`config.mk`:
```
export PLATFORM = sky130hd
export DESIGN_NAME = bms_divider
export DESIGN_NICKNAME = d
export VERILOG_FILES = /design/src/rtl/bms_pkg.sv /design/src/rtl/bms_divider.sv
export SDC_FILE = /design/constraint.sdc
export NUM_CORES = 1
export LEC_CHECK = 0
export BUFFER_PORTS_ARGS = -buffer_cell sky130_fd_sc_hd__buf_2
export CORE_MARGIN = 2
export CORE_UTILIZATION = 25
export DETAILED_ROUTE_END_ITERATION = 8
export GPL_TIMING_DRIVEN = 1
export SKIP_LAST_GASP = 1
export SYNTH_ARGS = -nofsm -noshare
export SYNTH_HDL_FRONTEND = slang
export SYNTH_SLANG_ARGS = --single-unit
```
`constraint.sdc`:
```
create_clock -name aclk -period 4 [get_ports aclk]
set_input_delay 0.8 -clock aclk [delete_from_list [all_inputs] [get_ports aclk]]
set_output_delay 0.8 -clock aclk [all_outputs]
set_load 0.01 [all_outputs]
```
`src/rtl/bms_pkg.sv`:
```
// Package for the bar meter: constants, register indexes and the divider interface types.
`timescale 1ns / 1ps

package bms_pkg;

    // Default values of the module parameters.
    localparam int MAX_COLUMNS_DEF  = 32;
    localparam int MAX_SEGMENTS_DEF = 16;

    // At most this many results come from one item.
    localparam int RESULT_CAP = 16;

    // Configuration register indexes.
    localparam logic [1:0] CFG_CEILING   = 2'd0;
    localparam logic [1:0] CFG_SEGMENTS  = 2'd1;
    localparam logic [1:0] CFG_DECAY     = 2'd2;
    localparam logic [1:0] CFG_THRESHOLD = 2'd3;

    // Register values after reset.
    localparam logic [15:0] CEILING_RST   = 16'd614;
    localparam logic [4:0]  SEGMENTS_RST  = 5'd8;
    localparam logic [7:0]  DECAY_RST     = 8'd128;
    localparam logic [15:0] THRESHOLD_RST = 16'd614;

    // A full segment, 1.0 in Q1.14.
    localparam logic [14:0] FILL_ONE = 15'd16384;

    // Step counts of the two divisions.
    localparam logic [4:0] WIDTH_STEPS = 5'd16;
    localparam logic [4:0] FILL_STEPS  = 5'd14;

    // Request to the shared divider.
    typedef struct packed {
        logic        start;
        logic [15:0] rem_init;
        logic [15:0] dividend;
        logic [4:0]  steps;
        logic [15:0] divisor;
    } div_req_t;

    // Answer from the shared divider.
    typedef struct packed {
        logic        done;
        logic [15:0] quotient;
    } div_rsp_t;

endpackage

```
`src/rtl/bms_divider.sv`:
```
// Shared restoring divider, one quotient bit per cycle.
`timescale 1ns / 1ps

module bms_divider
    import bms_pkg::*;
(
    input  logic     aclk,
    input  logic     aresetn,
    input  div_req_t req,
    output div_rsp_t rsp
);

    logic        busy_reg, busy_next;
    logic        done_reg, done_next;
    logic [4:0]  cnt_reg, cnt_next;
    logic [15:0] rem_reg, rem_next;
    logic [15:0] dvd_reg, dvd_next;
    logic [15:0] dvs_reg, dvs_next;
    logic [15:0] quot_reg, quot_next;
    logic [16:0] shifted;
    logic [16:0] trial;
    logic        q_bit;

    // The remainder always stays below the divisor, so 16 bits carry it.
    always_comb begin
        shifted = {rem_reg, dvd_reg[15]};
        trial   = shifted - {1'b0, dvs_reg};
        q_bit   = (shifted >= {1'b0, dvs_reg});
    end

    always_comb begin
        busy_next = busy_reg;
        done_next = 1'b0;
        cnt_next  = cnt_reg;
        rem_next  = rem_reg;
        dvd_next  = dvd_reg;
        dvs_next  = dvs_reg;
        quot_next = quot_reg;
        if (req.start) begin
            busy_next = 1'b1;
            cnt_next  = req.steps;
            rem_next  = req.rem_init;
            dvd_next  = req.dividend;
            dvs_next  = req.divisor;
            quot_next = '0;
        end else if (busy_reg) begin
            rem_next  = q_bit ? trial[15:0] : shifted[15:0];
            dvd_next  = {dvd_reg[14:0], 1'b0};
            quot_next = {quot_reg[14:0], q_bit};
            cnt_next  = cnt_reg - 5'd1;
            if (cnt_reg == 5'd1) begin
                busy_next = 1'b0;
                done_next = 1'b1;
            end
        end
    end

    always_ff @(posedge aclk) begin
        if (!aresetn) begin
            busy_reg <= 1'b0;
            done_reg <= 1'b0;
            cnt_reg  <= '0;
        end else begin
            busy_reg <= busy_next;
            done_reg <= done_next;
            cnt_reg  <= cnt_next;
        end
        rem_reg  <= rem_next;
        dvd_reg  <= dvd_next;
        dvs_reg  <= dvs_next;
        quot_reg <= quot_next;
    end

    assign rsp.done     = done_reg;
    assign rsp.quotient = quot_reg;

endmodule

```
==> reports/results.txt, run 1 <==
The run finished with clean final reports. Data on the critical path is required at its endpoint by 4.09 ns. On the worst path, the slowest cell contributes a delay of 0.71 ns. Dividing total power by cell area gives a power density of 528 nW/um^2.

The number of fill cells in the layout is 1,546. Max-cap violations in this run came to 0. The via count of the first global-routing pass is 3,006.

Summed over all failing endpoints, the final setup total negative slack is 0 ns. The kind of cell with the highest combined delay along the critical path is compound AO/OA/AOI/OAI gates. Data on the critical path arrives at its endpoint at 3.18 ns.

The effective utilization at floorplan came out at 0.256. Type of the worst setup path: flop to flop. Post-detailed-placement cell area: 4410 sq um. The synthesized netlist occupies a cell area of 3870 sq um.

The number of buffers and inverters on the critical path is 0, and the part of the cycle the worst path needs is 0.772. The number of nets in the finished design came out at 491. Setup violations remaining at the end of the flow were counted as 0. For the CTS buffer count, the log shows 9. After synthesis, the netlist uses 58 different library cells. The level count of the clock H-tree came out at 3. The critical path goes through ha_1 > nor2_1 > a211oi_2 > o2111ai_4 > a311oi_4 > nor2_2 > a311o_2. The layout cell share with drive strength beyond 1 is 0.283, and the half-perimeter wire length after detailed placement is 6660 microns. The y dimension of the die was 128 microns.

In the synthesized netlist the dominant register cell turns out to be edfxtp_1. Met3 demand-to-capacity share in global routing: 0.0462. The via-per-instance ratio came out at 4.77. Averaged over all synthesized cells, the footprint is 11.2 sq um. By area the synthesized netlist is led by edfxtp_1 (37%), dfxtp_1 (12%), ha_1 (5.8%). The final cell area excluding filler cells came out at 4740 sq um.

The tightest min-delay check is of the flop to flop type. The global routing's busiest layer is met2. For this block, the initial DRC count from the detailed router was 153.

Nature of the critical path startpoint: a flop. The area overhead of the layout relative to synthesis works out to 22.4%. The analysis attributes to cell leakage a power of 1.96 nW. The floorplan step defined a die boundary enclosing 16,500 sq um.

Buffers placed on the I/O ports in this run total 72. The run gives 2 as the initial antenna violation count. The post-route antenna net violation count came out at 0. Entering global routing, the biggest net connects 45 pins. After synthesis the netlist holds a flip-flop and latch count of 71. The tree is rooted in a clkbuf_16. Yosys printed 0 warnings. Global routing finished with a remaining overflow of 0. Total global routing track utilization: 0.120.

The most area-hungry cell type in the Yosys netlist is edfxtp_1. At the end of routability-driven placement, the weighted congestion stood at 0.841. Transition at the pin with the smallest max-transition slack: 0.832 ns. In this run the core area contains 45 standard-cell rows. The met1 track demand over resource came out at 0.138. The fmax is 324 MHz. The kind of end point of the critical path was a flop. The fraction of synthesis flops using an asynchronous set or reset pin was 0. The cell with the most instances after synthesis is edfxtp_1.

The count of pins over their slew limit was 0; the setup skew after layout was 0.00844 ns. During I/O placement, the number of pins put on the boundary was 73. The maximum clock path buffer count is 2, and the horizontal die dimension is 128 microns.

Counting flops with a built-in enable in the synthesized netlist gives 48. For this run, the detailed router's first-pass iteration total came to 4. Counting every instance in the synthesized netlist gives 347. In this run the worst path has a maximum fanout of 14.

When the netlist entered floorplanning its net count stood at 422. The maximum VDD drop came out at 0.249 mV. Buffers inserted to repair hold after CTS numbered 0.

The core region is 15,100 sq um. In the final routed layout, each cell accounts on average for 15.3 microns. After detailed routing, the total wire length is 9320 microns.

Met2 capacity usage during global routing: 0.200. The relative slew slack was 0.445; the post-synthesis sequential area ratio was 0.491. The routed layout has 2,909 vias. On the critical path, the stage with the largest delay is an instance of a311oi_4. Ranked by instance count, the synthesized netlist is headed by edfxtp_1 (48), nor2_1 (32), dfxtp_1 (23), inv_1 (21), ha_1 (18). The run gives 0 as the buffers inserted during post-CTS setup optimization. Setup repair after global routing left no endpoint under its margin.

The number of hold violations in the final report is 0. CTS saw 71 sinks. Post-CTS repair changed the size of 0 cells.

The later pin in the worst-skew pair is clocked with a latency of 0.35 ns. The clock slew seen by the registers of the worst setup and hold paths came out at 0.06 ns. The clock period could shrink to 3.09 ns. The number of remaining DRC errors was 0. The fraction of synthesized cell area taken by the top area cell type is 0.372. TritonCTS built the clock tree. The first global-routing pass estimated 15,100 microns of wire.
## worst min-delay path, stage by stage, from the launching register on
cell	delay [ns]
dfxtp_1	0.34
mux2i_1	0.07
nor2_1	0.07
## per-stage QoR
| stage | utilization | instances | setup WS (ns) | power [mW] | hold WS, ns |
|---|---|---|---|---|---|
| 6_report | 0.313 | 610 | 0.911 | 2.50 | 0.520 |
| 5_1_grt | 0.313 | 609 | 0.734 | 2.65 | 0.557 |
| 4_1_cts | 0.313 | 609 | 0.931 | 2.53 | 0.530 |
| 3_5_place_dp | 0.291 | 593 | 0.946 | 1.66 | 0.512 |
| 3_3_place_gp | 0.291 | 593 | 1.06 | 1.65 | 0.474 |
| 2_1_floorplan | - | 347 | 1.51 | 1.49 | 0.522 |
## report_power, final
part	switching [mW]	leakage (nW)	internal, mW
sequential	0.0421	0.665	0.891
combinational	0.407	1.14	0.308
clock	0.320	0.158	0.536
## final timing paths
path	start	slack [ns]	end	depth (start not counted)
max	rem_reg[1]	0.91	rem_reg[9]	7
min	quot_reg[5]	0.52	quot_reg[5]	2
max reg2reg	rem_reg[1]	0.91	rem_reg[9]	7
min reg2reg	quot_reg[5]	0.52	quot_reg[5]	2
## cells in the final DEF, fill, tap and decap left out, types with 4 or more instances in the layout
| master | n |
|---|---|
| xnor2_1 | 10 |
| edfxtp_1 | 48 |
| o21ai_0 | 14 |
| mux2_2 | 15 |
| a31oi_1 | 12 |
| xor2_1 | 4 |
| nand2_1 | 14 |
| a21o_1 | 5 |
| nand2b_1 | 4 |
| a21oi_1 | 15 |
| nor2_1 | 32 |
| inv_1 | 21 |
| and2_1 | 7 |
| buf_2 | 72 |
| a2bb2oi_1 | 8 |
| o211a_1 | 4 |
| nand4_1 | 4 |
| buf_4 | 4 |
| o211ai_1 | 4 |
| nor3_1 | 5 |
| clkbuf_16 | 12 |
| mux2i_1 | 15 |
| ha_1 | 18 |
| dfxtp_1 | 23 |
## cell type report
cell class | count | area (sq um) | share of cell area
sequential | 71 | 1900 | 0.401
clock buffer | 14 | 308 | 0.0649
antenna | 1 | 2.50 | 0.000528
clock inverter | 2 | 17.5 | 0.00370
inverter | 21 | 78.8 | 0.0166
multi-input combinational | 237 | 1810 | 0.381
timing repair buffer | 76 | 390 | 0.0824
tap | 188 | 235 | 0.0496
## logic make-up (layout without fill, tap and decap cells)
family / after synthesis / count (layout) / synth area share
other: 0 / 1 / 0
buffers and inverters: 39 / 113 / 0.0423
AND/OR/NAND/NOR: 86 / 86 / 0.111
XOR/XNOR: 14 / 14 / 0.0317
AO/OA/AOI/OAI: 88 / 88 / 0.178
flip-flops: 71 / 71 / 0.491
adder cells (fa/ha/maj): 19 / 19 / 0.0633
multiplexers: 30 / 30 / 0.0824
## layer usage
layer  up-vias  share of wire
li1       1440              -
met5         -         0.0014
met2        65           0.48
met3        11          0.064
met4         2          0.017
met1      1391           0.44
No activity file was read; power rests on OpenSTA's default activity.
==> run 2, diff against run 1 <==
==> constraint.sdc (replaced) <==
create_clock -name aclk -period 3.2 [get_ports aclk]
set_input_delay 0.64 -clock aclk [delete_from_list [all_inputs] [get_ports aclk]]
set_output_delay 0.64 -clock aclk [all_outputs]
set_load 0.01 [all_outputs]
==> reports/results.txt, run 2 (same netlist as run 1, synthesis figures left out) <==
The pin count of the biggest net entering global routing was 36. The cell with the biggest individual delay on the critical path was a311oi_4. For the worst setup path, the data required time is 3.29 ns. Once detail routing completed, the nets flagged for antenna violations numbered 0. For flop-to-flop paths, the worst setup slack is 0.41 ns. The number of DRC markers after the initial detailed-route iteration came out at 145. Level count of the clock H-tree: 3.

Buffers inserted to repair hold after CTS numbered 0. The run gives 0.256 as the effective utilization at floorplan. The setup skew after layout came out at 0.00349 ns. TritonCTS built the clock tree.

The critical path goes through ha_1 > nor2_1 > a211oi_2 > o2111ai_4 > a311oi_4 > nor2_2 > a311o_2. The first global-routing pass estimated 15,900 microns of wire. The critical path contains buffers and inverters numbering 0 combined.

Clock-pin slew was measured on the worst setup and hold paths at 0.06 ns. The run finished with clean final reports. After detailed routing, the number of remaining DRC violations is 0.

At the pin with the least slew margin, the transition time is 0.786 ns. Row generation in the floorplan step produced 45 rows. The die covers 16,500 sq um. The via-per-instance ratio works out to 4.79. Setup repair after global routing left no endpoint under its margin. The y dimension of the die is 128 microns, and the CTS buffer count is 9.

Wire length per cell after detailed routing: 15.7 microns. The tools report the nature of the critical path startpoint as a flop. The relative slew slack was 0.475.

In this design, the stage delay of the slowest critical-path cell is 0.46 ns. The horizontal die dimension is 128 microns, and the number of fill cells in the layout is 1,555. Type of the worst setup path: flop to flop. In this run the post-CTS setup repair buffer count came out at 0. Leaving out fill and tap cells, the most frequent cell in the layout is buf_2. In this run the worst path has a maximum fanout of 7.

The routed layout has 2,941 vias. The worst path needs 2.79 ns of the cycle, external delays included. For this run, the post-layout net count is 496. Input and output buffers added on the ports amount to 72. For this run, the detailed router's first-pass iteration total came to 4.

Total global routing track utilization: 0.126. The library cells used most frequently in the layout, excluding fill and tap cells, are buf_2 (72), edfxtp_1 (48), nor2_1 (32), dfxtp_1 (23), inv_1 (21). The half-perimeter wire length after detailed placement was 7060 microns. The number of hold violations in the final report is 0. The tools report the CTS root buffer as clkbuf_16.

The count of clock tree sinks was 71; the final wirelength was 9670 microns. On the final layout, the worst hold slack is 0.471 ns. The area overhead of the layout relative to synthesis is 22.3%. The worst min-delay path category was primary input to flop.

In this run, post-CTS repair resized a total of 0 instances. Grouping stages by cell kind, the critical path spends the most delay in compound AO/OA/AOI/OAI gates. The kind of end point of the critical path was a flop. For this design the ratio of total power to cell area is 638 nW/um^2. The tool flagged a number of max-cap violations equal to 0. Global routing finished with a remaining overflow of 0. The placer congestion estimate was 0.832; the clock latency reported for the late side of the worst-skew pair was 0.34 ns. Counting along the longest clock path gives a buffer depth of 2. The endpoint arrival time on the critical path was 2.87 ns.

The I/O pin count is 73, and the count of pins over their slew limit is 0. The maximum VDD drop was 0.295 mV. For the setup total negative slack, the log shows 0 ns.

The logs give 0 for the setup-violating endpoint count in the final report and 0 for the antenna cell count. The tools report the initial antenna violation count as 0. The tools report the via count of the first global-routing pass as 3,108. Layout cell share with drive strength beyond 1: 0.293.

The part of the cycle the worst path needs was 0.870; the fmax was 359 MHz. The total area inside the core boundary comes to 15,100 sq um. The leakage power total came out at 1.97 nW.
## run 2: report_power, final
group / switching, mW / internal [mW] / total, mW
clock network: 0.390 / 0.546 / 0.935
registers: 0.0597 / 1.11 / 1.17
logic: 0.519 / 0.396 / 0.915
total: 0.968 / 2.05 / 3.02
## run 2: final timing paths
kind / from / end / cells after the start
setup / recovery: rem_reg[1] / rem_reg[9] / 7
hold / removal: req[2] / dvs_reg[2] / 1
setup reg to reg: rem_reg[1] / rem_reg[9] / 7
hold reg to reg: quot_reg[15] / quot_reg[15] / 2
## run 2: layer usage
layer	vias up	GRT usage	part of all wire
met5	-	0	0
met4	0	0.0401	0.016
met3	14	0.0553	0.071
met2	79	0.209	0.48
met1	1398	0.146	0.44
li1	1450	-	-
## run 2: layout make-up
class                      count  area (sq um)  area share
clock inverter                 5          30.0     0.00634
inverter                      21          78.8      0.0166
tap                          188           235      0.0497
timing repair buffer          81           440      0.0930
clock buffer                  11           243      0.0513
sequential                    71          1900       0.402
multi-input combinational    237          1810       0.381
## run 2: stage by stage
step                      utilization  total power [mW]  setup WS [ns]  cells  cell area [sq um]
after detailed placement        0.295              2.09          0.439    598               4460
after global placement          0.295              2.08          0.504    598               4460
after floorplan                     -              1.86          0.710    347               3870
after global routing            0.313              3.22          0.235    614               4730
after CTS                       0.313              3.06          0.430    614               4730
final                           0.313              3.02          0.415    614               4730
